## src/hdl/vrtp_pkg.sv

```systemverilog
// ----------------------------------------------------------------------------
// vrtp_pkg
// Shared types, flag positions and the reciprocal seed table for the
// vertex rotate, translate and project pipeline.
// ----------------------------------------------------------------------------
package vrtp_pkg;

    // reciprocal seed table geometry
    localparam int RECIP_TABLE_ENTRIES = 257;
    localparam int RECIP_IDX_W         = 9;

    // register indexes of the configuration port
    localparam logic [3:0] REG_ROT_ROW0   = 4'd0;
    localparam logic [3:0] REG_ROT_ROW1   = 4'd1;
    localparam logic [3:0] REG_ROT_ROW2   = 4'd2;
    localparam logic [3:0] REG_TRANS_XY   = 4'd3;
    localparam logic [3:0] REG_TRANS_Z    = 4'd4;
    localparam logic [3:0] REG_SCREEN_OFS = 4'd5;
    localparam logic [3:0] REG_DIST_SLOPE = 4'd6;
    localparam logic [3:0] REG_CUE_BIAS   = 4'd7;

    // flag word bit positions
    localparam int FLAG_ACC_POS   = 30;  // minus row
    localparam int FLAG_ACC_NEG   = 27;  // minus row
    localparam int FLAG_IR        = 24;  // minus row
    localparam int FLAG_SZ        = 18;
    localparam int FLAG_DIV       = 17;
    localparam int FLAG_MAC0_POS  = 16;
    localparam int FLAG_MAC0_NEG  = 15;
    localparam int FLAG_SX        = 14;
    localparam int FLAG_SY        = 13;
    localparam int FLAG_IR0       = 12;
    localparam int FLAG_SUMMARY   = 31;
    localparam logic [31:0] FLAG_SUMMARY_MASK = 32'h7f87e000;

    localparam logic [16:0] RATIO_MAX = 17'h1ffff;

    typedef logic [7:0] t_rom_arr [0:RECIP_TABLE_ENTRIES-1];

    // newton refined seed for divisor 0x8000 + k*0x80
    function automatic t_rom_arr build_recip_rom();
        t_rom_arr    rom;
        logic [31:0] x;
        logic [31:0] d7;
        int          k;
        for (int idx = 0; idx < RECIP_TABLE_ENTRIES; idx++) begin
            k = idx;
            if (k == RECIP_TABLE_ENTRIES - 1) begin
                k = RECIP_TABLE_ENTRIES - 2;
            end
            d7 = 32'h100 + 32'(k);
            x  = 32'd512;
            for (int i = 1; i < 5; i++) begin
                x = (x * (32'd524288 - d7 * x)) >> 18;
            end
            rom[idx] = 8'(((x + 32'd1) >> 1) - 32'h101);
        end
        return rom;
    endfunction

    localparam t_rom_arr RECIP_ROM = build_recip_rom();

    // transformed vertex travelling down the pipeline
    typedef struct packed {
        logic               valid;
        logic signed [43:0] view_x;
        logic signed [43:0] view_y;
        logic signed [43:0] view_z;
        logic signed [15:0] ir_x;
        logic signed [15:0] ir_y;
        logic signed [15:0] ir_z;
        logic [15:0]        sz;
        logic [31:0]        flags;
    } t_xform;

    // transformed vertex plus projection ratio
    typedef struct packed {
        t_xform      xf;
        logic [16:0] ratio;
    } t_div;

endpackage

```

## src/hdl/vrtp_divide.sv

```systemverilog
// ----------------------------------------------------------------------------
// vrtp_divide
// H / SZ through normalization, a reciprocal seed table and one newton step.
// Five register stages, at most one multiplier per stage.
// ----------------------------------------------------------------------------
module vrtp_divide (
    input  logic                 i_clk,
    input  logic                 i_rst_n,
    input  vrtp_pkg::t_xform     i_xf,
    input  logic [15:0]          i_h,
    output vrtp_pkg::t_div       o_div
);
    import vrtp_pkg::*;

    // stage 5
    t_xform      r_xf5;
    logic        r_ovf5;
    logic [30:0] r_num5;
    logic [15:0] r_den5;
    logic [9:0]  r_x5;
    // stage 6
    t_xform             r_xf6;
    logic               r_ovf6;
    logic [30:0]        r_num6;
    logic [9:0]         r_x6;
    logic signed [18:0] r_t6;
    // stage 7
    t_xform             r_xf7;
    logic               r_ovf7;
    logic [30:0]        r_num7;
    logic signed [22:0] r_rc7;
    // stage 8
    t_xform      r_xf8;
    logic        r_ovf8;
    logic [31:0] r_res8;
    // stage 9
    t_div        r_out;

    logic [30:0] s5_num;
    logic [15:0] s5_den;
    logic [9:0]  s5_x;
    logic        s5_ovf;

    // stage 5: overflow test, normalize, seed lookup
    always_comb begin : s5_comb
        logic [3:0]             sh;
        logic [15:0]            den;
        logic [15:0]            sum;
        logic [RECIP_IDX_W-1:0] idx;
        sh = 4'd0;
        for (int i = 0; i < 16; i++) begin
            if (i_xf.sz[i]) sh = 4'(15 - i);
        end
        den = (i_xf.sz << sh) | 16'h8000;
        sum = {1'b0, den[14:0]} + 16'h0040;
        idx = sum[15:7];
        s5_num = 31'(i_h) << sh;
        s5_den = den;
        s5_x   = 10'h101 + 10'(RECIP_ROM[idx]);
        s5_ovf = ({i_xf.sz, 1'b0} <= {1'b0, i_h});
    end

    always_ff @(posedge i_clk) begin
        if (!i_rst_n) begin
            r_xf5.valid <= 1'b0;
        end else begin
            r_xf5.valid <= i_xf.valid;
        end
        r_xf5.view_x <= i_xf.view_x;
        r_xf5.view_y <= i_xf.view_y;
        r_xf5.view_z <= i_xf.view_z;
        r_xf5.ir_x   <= i_xf.ir_x;
        r_xf5.ir_y   <= i_xf.ir_y;
        r_xf5.ir_z   <= i_xf.ir_z;
        r_xf5.sz     <= i_xf.sz;
        r_xf5.flags  <= i_xf.flags | (s5_ovf ? (32'd1 << FLAG_DIV) : 32'd0);
        r_ovf5 <= s5_ovf;
        r_num5 <= s5_num;
        r_den5 <= s5_den;
        r_x5   <= s5_x;
    end

    // stage 6: t = (0x80 - d * x) >> 8
    logic [25:0]        s6_dx;
    logic signed [27:0] s6_m;
    assign s6_dx = r_den5 * r_x5;
    assign s6_m  = 28'sh80 - $signed({2'b00, s6_dx});

    always_ff @(posedge i_clk) begin
        if (!i_rst_n) begin
            r_xf6.valid <= 1'b0;
        end else begin
            r_xf6.valid <= r_xf5.valid;
        end
        r_xf6.view_x <= r_xf5.view_x;
        r_xf6.view_y <= r_xf5.view_y;
        r_xf6.view_z <= r_xf5.view_z;
        r_xf6.ir_x   <= r_xf5.ir_x;
        r_xf6.ir_y   <= r_xf5.ir_y;
        r_xf6.ir_z   <= r_xf5.ir_z;
        r_xf6.sz     <= r_xf5.sz;
        r_xf6.flags  <= r_xf5.flags;
        r_ovf6 <= r_ovf5;
        r_num6 <= r_num5;
        r_x6   <= r_x5;
        r_t6   <= 19'(s6_m >>> 8);
    end

    // stage 7: reciprocal = (x * (2^17 + t) + 0x80) >> 8
    logic signed [19:0] s7_s;
    logic signed [31:0] s7_m;
    assign s7_s = 20'sd131072 + 20'(r_t6);
    assign s7_m = $signed({1'b0, r_x6}) * s7_s + 32'sh80;

    always_ff @(posedge i_clk) begin
        if (!i_rst_n) begin
            r_xf7.valid <= 1'b0;
        end else begin
            r_xf7.valid <= r_xf6.valid;
        end
        r_xf7.view_x <= r_xf6.view_x;
        r_xf7.view_y <= r_xf6.view_y;
        r_xf7.view_z <= r_xf6.view_z;
        r_xf7.ir_x   <= r_xf6.ir_x;
        r_xf7.ir_y   <= r_xf6.ir_y;
        r_xf7.ir_z   <= r_xf6.ir_z;
        r_xf7.sz     <= r_xf6.sz;
        r_xf7.flags  <= r_xf6.flags;
        r_ovf7 <= r_ovf6;
        r_num7 <= r_num6;
        r_rc7  <= 23'(s7_m >>> 8);
    end

    // stage 8: numerator times reciprocal, rounded
    logic signed [55:0] s8_p;
    assign s8_p = $signed({1'b0, r_num7}) * r_rc7 + 56'sd32768;

    always_ff @(posedge i_clk) begin
        if (!i_rst_n) begin
            r_xf8.valid <= 1'b0;
        end else begin
            r_xf8.valid <= r_xf7.valid;
        end
        r_xf8.view_x <= r_xf7.view_x;
        r_xf8.view_y <= r_xf7.view_y;
        r_xf8.view_z <= r_xf7.view_z;
        r_xf8.ir_x   <= r_xf7.ir_x;
        r_xf8.ir_y   <= r_xf7.ir_y;
        r_xf8.ir_z   <= r_xf7.ir_z;
        r_xf8.sz     <= r_xf7.sz;
        r_xf8.flags  <= r_xf7.flags;
        r_ovf8 <= r_ovf7;
        r_res8 <= s8_p[47:16];
    end

    // stage 9: saturate ratio
    logic [16:0] s9_ratio;
    always_comb begin
        if (r_ovf8 || r_res8 >= 32'(RATIO_MAX)) begin
            s9_ratio = RATIO_MAX;
        end else begin
            s9_ratio = r_res8[16:0];
        end
    end

    always_ff @(posedge i_clk) begin
        if (!i_rst_n) begin
            r_out.xf.valid <= 1'b0;
        end else begin
            r_out.xf.valid <= r_xf8.valid;
        end
        r_out.xf.view_x <= r_xf8.view_x;
        r_out.xf.view_y <= r_xf8.view_y;
        r_out.xf.view_z <= r_xf8.view_z;
        r_out.xf.ir_x   <= r_xf8.ir_x;
        r_out.xf.ir_y   <= r_xf8.ir_y;
        r_out.xf.ir_z   <= r_xf8.ir_z;
        r_out.xf.sz     <= r_xf8.sz;
        r_out.xf.flags  <= r_xf8.flags;
        r_out.ratio     <= s9_ratio;
    end

    assign o_div = r_out;

endmodule

```

## config.mk

```make
export PLATFORM = sky130hd
export DESIGN_NAME = vrtp_divide
export DESIGN_NICKNAME = d
export VERILOG_FILES = /design/src/hdl/vrtp_pkg.sv /design/src/hdl/vrtp_divide.sv
export SDC_FILE = /design/constraint.sdc
export NUM_CORES = 2
export LEC_CHECK = 0
export BUFFER_PORTS_ARGS = -buffer_cell sky130_fd_sc_hd__buf_2
export CAP_MARGIN = 10
export CORE_MARGIN = 2
export CORE_UTILIZATION = 55
export DETAILED_ROUTE_END_ITERATION = 7
export GPL_ROUTABILITY_DRIVEN = 0
export PLACE_DENSITY = 0.74
export RECOVER_POWER = 100
export SYNTH_ARGS = -nofsm -noshare
export SYNTH_HDL_FRONTEND = slang
export SYNTH_SLANG_ARGS = --single-unit
```

## constraint.sdc

```tcl
create_clock -name i_clk -period 9.4 [get_ports i_clk]
set_input_delay 0.94 -clock i_clk [delete_from_list [all_inputs] [get_ports i_clk]]
set_output_delay 0.94 -clock i_clk [all_outputs]
set_load 0.05 [all_outputs]
```

; Yosys cells after proc, flatten, opt, wreduce, memory -nomap -nowiden
; Memories as Yosys holds them, arrays and structs flattened.
; Cells that the tools add are included.
[classes]
addsub = 6
mul = 3
magnitude_cmp = 3
shifts = 2
muxes = 19
n_bitwise = 2
reduce_logical = 1
[ops]
columns = cell, n
row1 = 4-bit 2-to-1 mux, 16
row2 = "48-bit by 17-bit adder with 48-bit output, second input constant", 1
row3 = 32-bit by 23-bit multiplier with 48-bit output, 1
row4 = "32-bit by 17-bit greater-or-equal comparator with 1-bit output, second input constant", 1
row5 = 32-bit by 18-bit OR with 32-bit output, 1
row6 = "31-bit by 9-bit adder with 31-bit output, second input constant", 1
row7 = 11-bit by 20-bit multiplier with 31-bit output, 1
row8 = 16-bit by 4-bit left shift with 31-bit output, 1
row9 = "8-bit by 26-bit subtractor with 27-bit output, first input constant", 1
row10 = 16-bit by 10-bit multiplier with 26-bit output, 1
row11 = "19-bit by 19-bit adder with 20-bit output, first input constant", 1
row12 = 18-bit 2-to-1 mux, 1
row13 = 17-bit by 16-bit <= comparator with 1-bit output, 1
row14 = "15-bit by 7-bit adder with 16-bit output, second input constant", 1
row15 = 8-bit 2-to-1 mux, 2
row16 = 16-bit by 4-bit left shift with 15-bit output, 1
row17 = "9-bit by 8-bit adder with 10-bit output, first input constant", 1
row18 = "10-bit greater-or-equal comparator, second input constant", 1
row19 = 9-bit NOT with 10-bit output, 1
row20 = 1-bit logical OR, 1
[totals]
register_bits = 1368
rom_bits = 4096
input_bits = 247
output_inout_bits = 246
wordCells = 96
memories = 1
[memory_table]
columns = memory, words, word_bits, read_ports, rd_ports_with_merged_regs, wr, line_no
row1 = (no name shown), 512, 8, 1, 0, 0, vrtp_divide.sv:59  ; s5_x = 10'h101 + 10'(RECIP_ROM[idx]);

; Depth between registers and ports, before layout
[depth]
depth_word = 23
mapped_depth = 32
depth_no_buf = 31

; Least setup slack after synthesis
; OpenSTA, ideal clock, no wires.
[synth_timing]
kind = flip-flop to flip-flop
from = reg r_num7[12]
to = reg r_res8[31]
setup_ps = 72
t_arrival_ps = 7454
t_required_ps = 9328
setup_slack_ps = 1873
stages_incl_launch_ff = 31
n_path_buf = 1
period_less_slack_ps = 7527
cell_sequence = dfxtp_1 -> clkbuf_1 -> nand2_1 -> fa_1 -> inv_1 -> fa_1 -> inv_1 -> fa_1 -> inv_1 -> fa_1 -> inv_1 -> fa_1 -> inv_1 -> fa_1 -> fa_1 -> ha_1 -> a21o_1 -> a21o_1 -> a21o_1 -> a21oi_1 -> nand2_1 -> o2111ai_1 -> o211ai_1 -> a21o_1 -> a21o_1 -> a31o_2 -> a31o_2 -> o41ai_1 -> o21bai_1 -> a21oi_1 -> xnor2_1
[synth_via]
elab_chain_cells = 2
[synth_lines]
columns = element, line_no
row1 = from (decl), vrtp_divide.sv:30  ; logic [30:0] r_num7;
row2 = from (signal assigned), vrtp_divide.sv:130  ; r_num7 <= r_num6;
row3 = 32-bit by 23-bit multiplier with 48-bit output, vrtp_divide.sv:136  ; assign s8_p = $signed({1'b0, r_num7}) * r_rc7 + 56'sd32768;
row4 = 48-bit by 17-bit adder with 48-bit output, vrtp_divide.sv:136
row5 = net s8_p[47], vrtp_divide.sv:135  ; logic signed [55:0] s8_p;
row6 = to (signal assigned), vrtp_divide.sv:153  ; r_res8 <= s8_p[47:16];
row7 = to (decl), vrtp_divide.sv:35  ; logic [31:0] r_res8;
; The timed path passes the listed nets, and every way through them passes these cells.
; A chain may end at the register's enable or synchronous reset.

; Worst setup path in the final report
[layout_timing]
from = in i_xf[46] (netlist name)
to = reg r_x5[6]
[layout_via]
elab_chain_cells = 9
[layout_lines]
columns = element, line_no
row1 = from (decl), vrtp_divide.sv:9  ; input vrtp_pkg::t_xform i_xf,
row2 = 4-bit 2-to-1 mux (2 in a row), vrtp_divide.sv:52  ; if (i_xf.sz[i]) sh = 4'(15 - i);
row3 = 16-bit by 4-bit left shift with 15-bit output *, vrtp_divide.sv:54  ; den = (i_xf.sz << sh) | 16'h8000;
row4 = 15-bit by 7-bit adder with 16-bit output *, vrtp_divide.sv:55  ; sum = {1'b0, den[14:0]} + 16'h0040;
row5 = 9-bit NOT with 10-bit output (not written as such) *, vrtp_divide.sv:59
row6 = memory read 512 x 8 bit *, -
row7 = 8-bit 2-to-1 mux (not written as such) * (2 in a row), vrtp_divide.sv:59
row8 = 9-bit by 8-bit adder with 10-bit output *, vrtp_divide.sv:59
row9 = net s5_x[6], vrtp_divide.sv:41  ; logic [9:0] s5_x;
row10 = to (signal assigned), vrtp_divide.sv:80  ; r_x5 <= s5_x;
row11 = to (decl), vrtp_divide.sv:20  ; logic [9:0] r_x5;
; The timed path passes the listed nets; every way through them passes the cells marked *. The select of a mux whose other input is x is not followed.

==> results_dict.tcl <==
set metrics [dict create \
    grt_usage_pct 24.8 \
    fin_crit_sh_pct 97.6 \
    cts_tree "done" \
    syn_avg_cell_area_um2 11.0 \
    status "finished, violations left" \
    synth-main-ff-cell "dfxtp_1" \
    fp.dieW_um 354 \
    violations "DRC, capacitance limit, slew limit" \
    nNetsFinal 8056 \
    netlist_instances 6144 \
    drtAntennaViolNets 0 \
    hold_buffers 0 \
    placeableCoreArea_um2 122000 \
    setup_tns_ns 0 \
    die_y_um 354 \
    post_cts_buffers 0 \
    holdWs_ns 0.251 \
    r2r_end "r_res8[31]" \
    clock_latency_ns 0.78 \
    first_iter_violations 3727 \
    setup_viol_count_final 0 \
    cts_resized 0 \
    ys_async_sr_fraction_pct 0 \
    synth_commonest_cells "1368 x dfxtp_1, 1115 x inv_1, 889 x fa_1, 573 x and2_1, 534 x nand2_1" \
    clock_sink_count 1368 \
    num_vias 43000 \
    critical_path_required_ns 10.10 \
    cts_buffer_depth 3 \
    htree_levels 4 \
    wirelength_um 152000 \
    drc_errors 111 \
    clk_pin_slew_ns 0.07 \
    syn2layout_area_growth_pct 12.1 \
    wl_per_cell_um 18.3 \
    grt_pass1_wl_um 245000 \
    min_from "i_xf[220]" \
    drv_cap 5 \
    slew_headroom_pct -53.3 \
    startpoint "i_xf[46]" \
    timing.fmax_ghz 0.109 \
    cp-start-kind "primary input" \
    holdPathEnd "r_xf5[220]" \
    yosysMostFrequentCell "dfxtp_1" \
    ys_seq_area_share_pct 40.7 \
    r2r_slack_ns 0.67 \
    yosysTopAreaCell "dfxtp_1" \
    ys_ff_latch 1368 \
    hp-class "primary input to flop" \
    initial_utilization_pct 55.3 \
    grt_overflow_total 0 \
    num_io_pins 493 \
    routed_via_density 5.17 \
    synth_top_area_share_pct 40.7 \
    yosysWarnings 0 \
    cts_root_buf "clkbuf_16" \
    ys_types 105 \
    numCtsBuffers 131 \
    dieArea_um2 125000 \
    hold_viol_final 0 \
    rows 128 \
    tightest_slew_ns 2.30 \
    whs_path_depth 1 \
    crit_path_max_fanout 46 \
    drive_gt1_share_pct 8.59 \
    synth_edf_count 0 \
    rsz0062_at_grt "false" \
    netlist_area_um2 67300 \
    path_class "primary input to flop" \
    clock_skew_ns 0.0541 \
    grt_max_degree 56 \
    hpwl_um 114000 \
    numPortBuffers 492 \
    critPathArrivalTime_ns 9.88 \
    r2r_start "r_rc7[2]" \
    synth_area_leaders "dfxtp_1 41%, fa_1 26%, ha_1 6.4%" \
    firstDrtPassIters 8 \
    antenna_found_initial 12 \
    end_kind "flop" \
    synth_fp_nets 7622 \
    ff2ff_path_depth 29 \
    first_global_vias 45900 \
    maxSlewViolCount 154 \
    fin_crit_ns 9.18 \
]
[metrics by stage]
step,utilization [%],area [um^2],std cells,setup WS (ns)
6_report,62.0,75500,8321,0.223
5_1_grt,62.0,75500,8321,0.189
4_1_cts,62.4,75900,8311,0.687
3_5_place_dp,58.6,71300,8070,0.735
3_3_place_gp,58.6,71300,8070,0.869
2_1_floorplan,-,67300,6144,1.87
[worst max-delay path by stage]
stage | cells after the start | slack (ns) | to
floorplan | 30 | 1.87 | r_res8[31]
global placement | 29 | 0.87 | r_res8[31]
detailed placement | 29 | 0.73 | r_res8[31]
CTS | 29 | 0.69 | r_res8[31]
global route | 19 | 0.19 | r_x5[6]
finish | 19 | 0.22 | r_x5[6]
[state kept, by name, indices dropped and copies added, names as in the netlist]
signal  cells
o_div     246
r_xf8     229
r_ovf8      1
r_x6       10
r_xf7     229
r_ovf5      1
r_num6     31
r_num7     31
r_x5       10
r_xf6     229
r_num5     31
r_rc7      23
r_ovf6      1
r_den5     15
r_t6       19
r_res8     32
r_ovf7      1
r_xf5     229
[cells by family (layout without fill, tap and decap cells)]
group           Yosys count  after routing  synth area share (%)
buf+inv                1383           1925                  7.84
compound gates          524            524                  5.46
mux                      36             36                 0.580
simple gates           1509           1509                  11.5
other cells               0             10                     0
flops                  1368           1368                  40.7
xor+xnor                 91             91                  1.18
fa+ha+maj              1233           1233                  32.8
[layout by cell type (no fill, tap or decap), types with 69 or more instances in the layout]
cell type,count
dfxtp_1,1368
o21ai_0,83
buf_2,226
clkbuf_16,132
nor2_1,174
xnor2_1,69
nand2_1,536
clkbuf_1,292
ha_1,342
fa_1,889
and2_1,563
a21oi_1,129
inv_1,1118
[critical path, stage by stage]
cell and delay [ns]:
clkbuf_1 0.48, nor3b_1 0.13, or3_1 0.41, a21oi_2 0.33, nand2_1 0.64, o22a_1 0.49
and3_2 0.25, inv_1 0.05, clkbuf_1 1.63, nand3_1 1.32, nor3_4 0.97, xnor2_1 0.58
o311ai_0 0.48, o2111ai_1 0.27, o41ai_1 0.21, ha_1 0.26, and2_0 0.19, nand3_1 0.10
xnor2_1 0.13
[per-layer routing]
| layer | up-vias | part of all wire (%) | GRT usage [%] |
|---|---|---|---|
| met2 | 1863 | 51 | 43.9 |
| li1 | 19600 | - | - |
| met4 | 0 | 4.4 | 10.1 |
| met5 | - | 0 | 0 |
| met1 | 21100 | 37 | 29.4 |
| met3 | 521 | 7.4 | 4.99 |
[cell type report]
cell class              instances  area (um^2)
flip-flops and latches       1368        27400
clock inverters                61          855
diodes                         10         25.0
repair buffers                561         2630
fillers                      9694        46200
multi-input cells            3393        34600
inverters                    1123         4220
clock buffers                 180         3730
well taps                    1625         2030
Power is not shown: default switching activity piles up to over one toggle a cycle in this logic, so the estimate is an artifact.
